**src/rtl/core/brd_pkg.sv**
```systemverilog
package brd_pkg;

	typedef struct packed {
		logic [7:0] comp_byte;
		logic       last_byte;
	} brd_in_t;

	typedef struct packed {
		logic [7:0] blue;
		logic [7:0] green;
		logic [7:0] red;
		logic [7:0] copies;
		logic       stream_end;
	} brd_out_t;

	// one finished pixel as handed from the parser to the output side
	typedef struct packed {
		logic [7:0] blue;
		logic [7:0] green;
		logic [7:0] red;
		logic       in_run;
		logic [7:0] run_count;
		logic       stream_end;
	} brd_pix_t;

	localparam logic [8:0] RUN_BASE = 9'd257;

endpackage

```
**src/rtl/core/brd_parse.sv**
```systemverilog
module brd_parse (
	input  logic              clk,
	input  logic              arst_n,
	input  logic              in_valid,
	output logic              in_ready,
	input  brd_pkg::brd_in_t  in_data,
	output logic              push,
	output brd_pkg::brd_pix_t push_data,
	input  logic              q_full
);
	import brd_pkg::*;

	localparam logic [1:0] PH_CTRL  = 2'd0;
	localparam logic [1:0] PH_BLUE  = 2'd1;
	localparam logic [1:0] PH_GREEN = 2'd2;
	localparam logic [1:0] PH_RED   = 2'd3;

	logic [1:0] phase_q;
	logic       in_run_q;
	logic [7:0] literal_left_q;
	logic [7:0] run_count_q;
	logic [7:0] held_blue_q;
	logic [7:0] held_green_q;
	logic       accept;
	logic [7:0] chan;
	logic [7:0] lit_next;

	// only a red byte produces a pixel, so only it needs queue space
	assign in_ready = (phase_q != PH_RED) || !q_full;
	assign accept   = in_valid && in_ready;
	assign chan     = {in_data.comp_byte[6:0], 1'b0};
	assign lit_next = literal_left_q - 8'd1;
	assign push     = accept && (phase_q == PH_RED);

	always_comb begin
		push_data            = '0;
		push_data.blue       = held_blue_q;
		push_data.green      = held_green_q;
		push_data.red        = chan;
		push_data.in_run     = in_run_q;
		push_data.run_count  = run_count_q;
		push_data.stream_end = in_data.last_byte;
	end

	always_ff @(posedge clk or negedge arst_n) begin
		if (!arst_n) begin
			phase_q        <= PH_CTRL;
			in_run_q       <= 1'b0;
			literal_left_q <= '0;
			run_count_q    <= '0;
		end else if (accept) begin
			if (in_data.last_byte) begin
				phase_q        <= PH_CTRL;
				in_run_q       <= 1'b0;
				literal_left_q <= '0;
				run_count_q    <= '0;
			end else begin
				unique case (phase_q)
					PH_CTRL: begin
						if (in_data.comp_byte[7]) begin
							in_run_q       <= 1'b1;
							run_count_q    <= 8'(RUN_BASE - {1'b0, in_data.comp_byte});
							literal_left_q <= '0;
						end else begin
							in_run_q       <= 1'b0;
							literal_left_q <= in_data.comp_byte + 8'd1;
							run_count_q    <= '0;
						end
						phase_q <= PH_BLUE;
					end
					PH_BLUE:  phase_q <= PH_GREEN;
					PH_GREEN: phase_q <= PH_RED;
					PH_RED: begin
						if (in_run_q) begin
							phase_q <= PH_CTRL;
						end else begin
							literal_left_q <= lit_next;
							phase_q        <= (lit_next == 8'd0) ? PH_CTRL : PH_BLUE;
						end
					end
					default: phase_q <= PH_CTRL;
				endcase
			end
		end
	end

	always_ff @(posedge clk) begin
		if (accept && phase_q == PH_BLUE) begin
			held_blue_q <= chan;
		end
		if (accept && phase_q == PH_GREEN) begin
			held_green_q <= chan;
		end
	end

endmodule

```
**src/rtl/core/brd_fifo.sv**
```systemverilog
module brd_fifo #(
	parameter int Depth = 2
) (
	input  logic              clk,
	input  logic              arst_n,
	input  logic              push,
	input  brd_pkg::brd_pix_t push_data,
	output logic              full,
	input  logic              pop,
	output logic              empty,
	output brd_pkg::brd_pix_t pop_data
);
	import brd_pkg::*;

	localparam int PtrW = (Depth > 1) ? $clog2(Depth) : 1;
	localparam int CntW = $clog2(Depth + 1);
	localparam logic [PtrW-1:0] LastPtr = PtrW'(Depth - 1);
	localparam logic [CntW-1:0] FullCnt = CntW'(Depth);

	brd_pix_t        mem_q [Depth];
	logic [PtrW-1:0] wr_ptr_q;
	logic [PtrW-1:0] rd_ptr_q;
	logic [CntW-1:0] count_q;

	assign full     = (count_q == FullCnt);
	assign empty    = (count_q == '0);
	assign pop_data = mem_q[rd_ptr_q];

	always_ff @(posedge clk or negedge arst_n) begin
		if (!arst_n) begin
			wr_ptr_q <= '0;
			rd_ptr_q <= '0;
			count_q  <= '0;
		end else begin
			if (push) begin
				wr_ptr_q <= (wr_ptr_q == LastPtr) ? '0 : wr_ptr_q + PtrW'(1);
			end
			if (pop) begin
				rd_ptr_q <= (rd_ptr_q == LastPtr) ? '0 : rd_ptr_q + PtrW'(1);
			end
			if (push && !pop) begin
				count_q <= count_q + CntW'(1);
			end else if (pop && !push) begin
				count_q <= count_q - CntW'(1);
			end
		end
	end

	always_ff @(posedge clk) begin
		if (push) begin
			mem_q[wr_ptr_q] <= push_data;
		end
	end

	a_no_overflow: assert property (@(posedge clk) disable iff (!arst_n) push |-> !full)
		else $error("queue written while full");
	a_no_underflow: assert property (@(posedge clk) disable iff (!arst_n) pop |-> !empty)
		else $error("queue read while empty");
	a_count_range: assert property (@(posedge clk) disable iff (!arst_n) count_q <= FullCnt)
		else $error("queue count out of range");
	a_push_counts: assert property (@(posedge clk) disable iff (!arst_n)
		(push && !pop) |=> (count_q == $past(count_q) + CntW'(1)))
		else $error("queue count missed a write");

endmodule

```
**src/rtl/core/brd_out.sv**
```systemverilog
module brd_out (
	input  logic              clk,
	input  logic              arst_n,
	input  logic              q_empty,
	input  brd_pkg::brd_pix_t q_data,
	output logic              pop,
	output logic              out_valid,
	input  logic              out_ready,
	output brd_pkg::brd_out_t out_data
);
	import brd_pkg::*;

	logic     valid_q;
	brd_out_t data_q;
	brd_out_t next_data;

	// refill the output register when it is empty or being taken this cycle
	assign pop = !q_empty && (!valid_q || out_ready);

	always_comb begin
		next_data            = '0;
		next_data.blue       = q_data.blue;
		next_data.green      = q_data.green;
		next_data.red        = q_data.red;
		next_data.copies     = q_data.in_run ? q_data.run_count : 8'd1;
		next_data.stream_end = q_data.stream_end;
	end

	always_ff @(posedge clk or negedge arst_n) begin
		if (!arst_n) begin
			valid_q <= 1'b0;
		end else if (pop) begin
			valid_q <= 1'b1;
		end else if (out_ready) begin
			valid_q <= 1'b0;
		end
	end

	always_ff @(posedge clk) begin
		if (pop) begin
			data_q <= next_data;
		end
	end

	assign out_valid = valid_q;
	assign out_data  = data_q;

endmodule

```
**src/rtl/core/byte_run_rgb_decoder.sv**
```systemverilog
// ByteRun (PackBits-style) decoder for a stream of RGB triples.
// Input channel (in_valid/in_ready/in_data): one compressed byte per
// transaction, with last_byte marking the end of a stream. A control byte
// with its top bit set starts a run of one pixel repeated 2 to 129 times;
// otherwise it starts 1 to 128 literal pixels. Each pixel is three bytes,
// blue, green, red, each shifted left one bit on output.
// Output channel (out_valid/out_ready/out_data): one transaction per pixel,
// with copies = 1 for literals or the run length; expand downstream.
// Throughput: one byte per cycle, except that a red byte waits while the
// queue is full. The edge that takes the red byte writes the pixel into a
// small queue; it moves on into the output register when that register is
// empty or its pixel is being taken, and out_valid is then high.
// Reset (arst_n low) returns the parser to the control-byte phase and
// empties the queue and the output register. A stream that ends mid-token
// emits nothing for the partial pixel.
// When the receiver stalls, the output register holds and the queue
// (QueueDepth pixels) absorbs parsed pixels; in_ready drops only on a red
// byte while the queue is full.
module byte_run_rgb_decoder #(
	parameter int QueueDepth = 2
) (
	input  logic              clk,
	input  logic              arst_n,
	input  logic              in_valid,
	output logic              in_ready,
	input  brd_pkg::brd_in_t  in_data,
	output logic              out_valid,
	input  logic              out_ready,
	output brd_pkg::brd_out_t out_data
);
	import brd_pkg::*;

	logic     push;
	logic     pop;
	logic     q_full;
	logic     q_empty;
	brd_pix_t push_data;
	brd_pix_t pop_data;

	brd_parse u_parse (
		.clk       (clk),
		.arst_n    (arst_n),
		.in_valid  (in_valid),
		.in_ready  (in_ready),
		.in_data   (in_data),
		.push      (push),
		.push_data (push_data),
		.q_full    (q_full)
	);

	brd_fifo #(
		.Depth (QueueDepth)
	) u_fifo (
		.clk       (clk),
		.arst_n    (arst_n),
		.push      (push),
		.push_data (push_data),
		.full      (q_full),
		.pop       (pop),
		.empty     (q_empty),
		.pop_data  (pop_data)
	);

	brd_out u_out (
		.clk       (clk),
		.arst_n    (arst_n),
		.q_empty   (q_empty),
		.q_data    (pop_data),
		.pop       (pop),
		.out_valid (out_valid),
		.out_ready (out_ready),
		.out_data  (out_data)
	);

endmodule

```
**config.mk**
```make
export PLATFORM = sky130hd
export DESIGN_NAME = byte_run_rgb_decoder
export DESIGN_NICKNAME = d
export VERILOG_FILES = /design/src/rtl/core/brd_pkg.sv /design/src/rtl/core/brd_parse.sv /design/src/rtl/core/brd_fifo.sv /design/src/rtl/core/brd_out.sv /design/src/rtl/core/byte_run_rgb_decoder.sv
export SDC_FILE = /design/constraint.sdc
export NUM_CORES = 1
export LEC_CHECK = 0
export BUFFER_PORTS_ARGS = -buffer_cell sky130_fd_sc_hd__buf_2
export CORE_MARGIN = 2
export CORE_UTILIZATION = 30
export DETAILED_ROUTE_END_ITERATION = 10
export PLACE_DENSITY = 0.45
export SLEW_MARGIN = 0
export SYNTH_ARGS = -nofsm -noshare
export SYNTH_HDL_FRONTEND = slang
export SYNTH_SLANG_ARGS = --single-unit
```
**constraint.sdc**
```tcl
create_clock -name clk -period 6.9 [get_ports clk]
set_input_delay 0.345 -clock clk [delete_from_list [all_inputs] [get_ports clk]]
set_output_delay 0.345 -clock clk [all_outputs]
set_load 0.01 [all_outputs]
```
## After elaboration in Yosys (flattened, before gate mapping)

Memories as Yosys holds them, arrays and structs flattened.
Index checks and enable logic that the tools add are counted.

| operators by class | value |
|---|---|
| add/subtract/negate cells | 7 |
| equal/unequal tests | 6 |
| muxes and demuxes | 22 |
| reduce and logical (&&, ||, !) cells | 23 |

Operators by type and width:

| kind | number |
|---|---|
| 8-bit two-way mux | 6 |
| 8-bit one-hot mux with 2 select lines | 1 |
| 1-bit two-way mux | 10 |
| 8-bit by 1-bit adder with 8-bit output (second input constant) | 1 |
| 8-bit zero test | 1 |
| 2-bit two-way mux | 4 |
| 2-bit one-hot mux with 4 select lines | 1 |
| 1-bit by 8-bit subtractor with 8-bit output (first input constant) | 1 |
| 8-bit by 1-bit subtractor with 8-bit output (second input constant) | 1 |
| 1-bit logical AND | 7 |
| 2-bit == test (second input constant) | 3 |
| 2-bit nonzero test | 3 |
| 1-bit zero test | 5 |
| 2-bit zero test | 2 |
| 3-bit != test (second input constant) | 1 |
| 3-bit AND reduction | 1 |
| 3-bit nonzero test | 1 |
| 1-bit adder (second input constant) | 2 |
| 2-bit by 1-bit adder with 2-bit output (second input constant) | 1 |
| 2-bit by 1-bit == test with 1-bit output (second input constant) | 1 |
| 1-bit logical OR | 2 |
| 2-bit != test (second input constant) | 1 |
| 2-bit AND reduction | 1 |
| 2-bit by 1-bit subtractor with 2-bit output (second input constant) | 1 |

| word-level totals | value |
|---|---|
| flip-flop bits (word level) | 71 |
| bits in writable memories | 62 |
| input bits | 13 |
| output and inout bits | 35 |
| logic and storage cells | 74 |
| memories kept | 1 |

Memory list:

| memory | depth | width | rd ports | clocked after memory_dff | write ports | line | RTL |
|---|---|---|---|---|---|---|---|
| u_fifo.mem_q | 2 | 31 | 1 | 0 | 1 | brd_fifo.sv:20 | `brd_pix_t mem_q [Depth];` |

## Longest topological paths before layout

| depth | value |
|---|---|
| depth in word-level cells | 9 |
| mapped depth | 10 |
| gate-level depth less buffers | 9 |

## Modules after synthesis

A second synthesis with hierarchy kept.

| second synthesis, totals | value |
|---|---|
| cells, all modules | 338 |
| area total of the unflattened synthesis | 5,689.2 µm² |

Modules (own cells, without submodules):

| module | instances | cells each | area an instance (µm²) | sequential area each (µm²) |
|---|---|---|---|---|
| brd_fifo | 1 | 122 | 2,791.4 | 2,142.1 |
| brd_parse | 1 | 170 | 1,814.2 | 895.9 |
| brd_out | 1 | 46 | 1,083.5 | 1,016.0 |

## Least setup slack after synthesis

No wires, ideal clock.

| path | value |
|---|---|
| path type | register to register |
| start point | register u_parse.phase_q[0] |
| end point | memory u_fifo.mem_q[0][0] (netlist name) (enable) |
| setup time | 0.419 ns |
| arrival | 2.610 ns |
| data required time | 6.481 ns |
| path slack | 3.871 ns |
| cell stages (with the launch flop) | 7 |
| path buffers | 1 |
| clock period less this slack | 3.029 ns |
| path through | dfrtp_1 ha_1 nand3b_1 and2_1 clkbuf_1 nand2_1 nor2_1 |

| on the way | value |
|---|---|
| longest elaborated chain between the ends | 6 |
| elaborated cells between the ends (all ways) | 7 |
| classes of those cells | 2 x eq/ne; 2 x mux; 3 x reduce/logical |

RTL lines:

| element | line | RTL |
|---|---|---|
| start, declared | brd_parse.sv:18 | `logic [1:0] phase_q;` |
| start signal, assigned | brd_parse.sv:78 | `phase_q <= (lit_next == 8'd0) ? PH_CTRL : PH_BLUE;` |
| 2-bit != test | brd_parse.sv:29 | `assign in_ready = (phase_q != PH_RED) \|\| !q_full;` |
| 1-bit logical OR | brd_parse.sv:29 |  |
| via in_ready | byte_run_rgb_decoder.sv:25 | `output logic in_ready,` |
| 1-bit logical AND | brd_parse.sv:30 | `assign accept = in_valid && in_ready;` |
| 1-bit logical AND | brd_parse.sv:33 | `assign push = accept && (phase_q == PH_RED);` |
| 1-bit two-way mux | brd_fifo.sv:50 | `if (push) begin` |
| 1-bit two-way mux (not written as such) | brd_fifo.sv:51 | `mem_q[wr_ptr_q] <= push_data;` |
| end, declared | brd_fifo.sv:20 |  |

The timed path passes the listed nets, and every way through them passes these cells.

## Worst setup path after layout

| path | value |
|---|---|
| start point | register u_parse.phase_q[0] |
| end point | memory u_fifo.mem_q[0][27] (netlist name) (enable) |

| on the way | value |
|---|---|
| longest elaborated chain between the ends | 6 |
| elaborated cells between the ends (all ways) | 7 |
| classes of those cells | 2 x eq/ne; 2 x mux; 3 x reduce/logical |

RTL lines:

| element | line |
|---|---|
| 2-bit != test | brd_parse.sv:29 |
| 1-bit logical OR | brd_parse.sv:29 |
| 1-bit logical AND | brd_parse.sv:30 |
| 1-bit logical AND (*) | brd_parse.sv:33 |
| 1-bit two-way mux (*) | brd_fifo.sv:50 |
| 1-bit two-way mux (not written as such) (*) | brd_fifo.sv:51 |

Every way passes the cells marked *; elsewhere a longest branch is shown, timed or not.

==> impl_metrics.tcl <==
set metrics [dict create \
    core_area_sq_um 16700 \
    final_area_sq_um 6260 \
    tritoncts "built" \
    endpoint_kind "register" \
    wl_met3_um 369 \
    r2r_slack_ns 4.58 \
    final_antenna_net_count 0 \
    grt-ovfl-total 0 \
    io_buffers 44 \
    drtIter0Drc 168 \
    skew_ns 0.00960 \
    p_total_mw 2.47 \
    top_layer "met4" \
    cts_buffers 17 \
    slowest_stage "dfrtp_1" \
    final_layout_size_suffix_gt1_share_pct 26.3 \
    yosysMostFrequentCell "edfxtp_1" \
    drc 0 \
    clkSinkCount 130 \
    antenna_found_initial 0 \
    dieArea_sq_um 18200 \
    n_antenna_cell 0 \
    min_period_ns 2.32 \
    routedLengthMet1_mm 4.33 \
    rsz0062_at_grt "false" \
    hold_viol_final 0 \
    avgSynthCellArea_sq_um 15.9 \
    cts.clk_slew.worst_paths_ns 0.05 \
    peakVddDrop_mv 0.210 \
    place_ws_ns 4.57 \
    yosys.area.top_type_share_pct 61.8 \
    num_io_pins 48 \
    worstMarginPinSlew_ns 1.09 \
    syn-cell-area_sq_um 5150 \
    yosys.cell_types.count 44 \
    cts.path.max_buffers 2 \
    finish.net_count 403 \
    status "finished, final reports clean" \
    die_x_um 135 \
    fin_crit_sh_pct 33.6 \
    fmax_mhz 431 \
    max-cap-violations 0 \
    grt_first_pass_wirelength_mm 15.1 \
    grt_max_degree 32 \
    hold_path.class "in -> reg" \
    path_max_fanout 31 \
    synth.area.top_cells "edfxtp_1 (62%), dfrtp_1 (12%), mux2_2 (5.0%)" \
    hpwl_mm 6.20 \
    yosys-top-cells-count "edfxtp_1 (106), dfrtp_1 (24), mux2_2 (23)" \
    area_delta_synth_final_pct 21.5 \
    synth-main-ff-cell "edfxtp_1" \
    path_cells "ha_1, nand3b_1, and2_1, nand2_1, nor2_2, buf_4" \
    leakagePower_nw 2.33 \
    yosys.area.top_type "edfxtp_1" \
    finalSetupViolCount 0 \
    power_per_cell_area_nw_per_um2 394 \
    routedWlPerCell_um 15.9 \
    placed_cells 578 \
    vias_per_cell 4.59 \
    dpl_cell_area_sq_um 5600 \
    grt_usage_pct 11.4 \
    drt-total-wl_mm 9.74 \
    synth_cells 325 \
    dr.pass1.iters 5 \
    slew_viol_final 0 \
    clkLatencyLatePin_ns 0.41 \
    wl_met2_mm 4.82 \
    h-tree-depth 4 \
    fin_ws_ns 4.58 \
    arrival_ns 2.37 \
    post_cts_buffers 0 \
    start_util_pct 30.9 \
    cp_data_required_time_ns 6.95 \
    layoutNonFillerInstCount 612 \
    place_congestion 0.785 \
    die-height_um 135 \
    synth-edff-count 106 \
    num_vias 2811 \
    relSlewSlack_pct 27.2 \
    cpPeakStageDelay_ns 0.41 \
    critPathLaunchType "register" \
    first_global_vias 2842 \
    setup_tns_ns 0 \
    clock-root-buffer "clkbuf_16" \
    ys_ff_latch 130 \
    critical_path_class "reg -> reg" \
    fp-row-count 47 \
    synthArstFlopShare_pct 18.5 \
    yosysSeqAreaShare_pct 73.4 \
    yosys_warnings 0 \
]
## registers in the layout (all words and copies together) (netlist names)
register	flops
u_out.out_data	30
u_out.out_valid	1
u_fifo.wr_ptr_q	1
u_fifo.count_q	2
u_fifo.rd_ptr_q	1
u_parse.held_green_q	7
u_parse.held_blue_q	7
u_parse.literal_left_q	8
u_fifo.mem_q	62
u_parse.run_count_q	8
u_parse.in_run_q	1
u_parse.phase_q	2
## through the flow
stage / util, % / hold slack, ns
3_5_place_dp: 33.6 / 0.388
6_report: 37.5 / 0.221
2_1_floorplan: - / 0.0494
3_3_place_gp: 33.6 / 0.390
4_1_cts: 37.3 / 0.202
5_1_grt: 37.5 / 0.206
## critical path: cells and delay by family, from the launching register on
| kind | cells | cell delay, ns |
|---|---|---|
| buf+inv | 1 | 0.40 |
| flops | 1 | 0.41 |
| fa+ha+maj | 1 | 0.40 |
| simple gates | 4 | 0.74 |
## layer usage
metal	vias up	GRT usage (%)
li1	1343	-
met5	-	0
met1	1392	13.5
met3	16	4.09
met2	60	18.8
met4	0	4.86
## cell families (layout without fill, tap and decap cells)
family	Yosys count	in the layout	synth area share, %
DFF	130	130	73.4
and+or+nand+nor	65	65	6.95
AOI/OAI and AO/OA	53	53	7.19
buffers and inverters	28	93	2.28
muxes	23	23	5.03
xor gates and xnor gates	14	14	2.38
adders and majority gates	11	11	2.67
other	1	3	0.0728
## cell type report
cell class                      instances  area, sq um
Timing Repair Buffer                   48          273
Multi-Input combinational cell        169         1260
Inverter                               13         48.8
Clock buffer                           24          492
Fill cell                            1627        10400
Clock inverter                          8          125
Tap cell                              220          275
Sequential cell                       130         3780
## power by group
part | switching [mW] | internal [mW]
combinational | 0.248 | 0.201
sequential | 0.0919 | 1.01
clock | 0.307 | 0.606
total | 0.647 | 1.82
## what timing repair did
item | in CTS | in global routing
hold endpoints to repair | 24 | 0
gates resized for setup | 0 | 0
hold buffers | 1 | 0
## placed cells by master, fill, tap and decap left out, types with 6 or more instances in the layout
cell	Yosys	routed
nor2_1	14	13
dfrtp_1	24	24
inv_1	13	13
edfxtp_1	106	106
mux2_2	23	23
buf_2	1	44
nand2_1	8	8
nor3_1	9	9
and3_1	6	6
xnor2_1	10	10
clkbuf_16	0	17
a22o_1	14	14
a21oi_1	8	8
ha_1	11	11
o21ai_0	14	14
## final timing paths
kind                                                   from                            endpoint  cells past startpoint
max in group asynchronous                            arst_n         u_out.out_valid$_DFFE_PN0P_                      2
max reg2reg                  u_parse.phase_q[0]$_DFFE_PN0P_       u_fifo.mem_q[0][27]$_DFFE_PP_                      6
min reg2reg                u_parse.held_blue_q[3]$_DFFE_PP_       u_fifo.mem_q[0][26]$_DFFE_PP_                      0
min in group asynchronous                            arst_n  u_parse.run_count_q[7]$_DFFE_PN0P_                      2
max                          u_parse.phase_q[0]$_DFFE_PN0P_       u_fifo.mem_q[0][27]$_DFFE_PP_                      6
min                                               out_ready         u_out.out_valid$_DFFE_PN0P_                      3
Power figures use the tool's default switching activity.
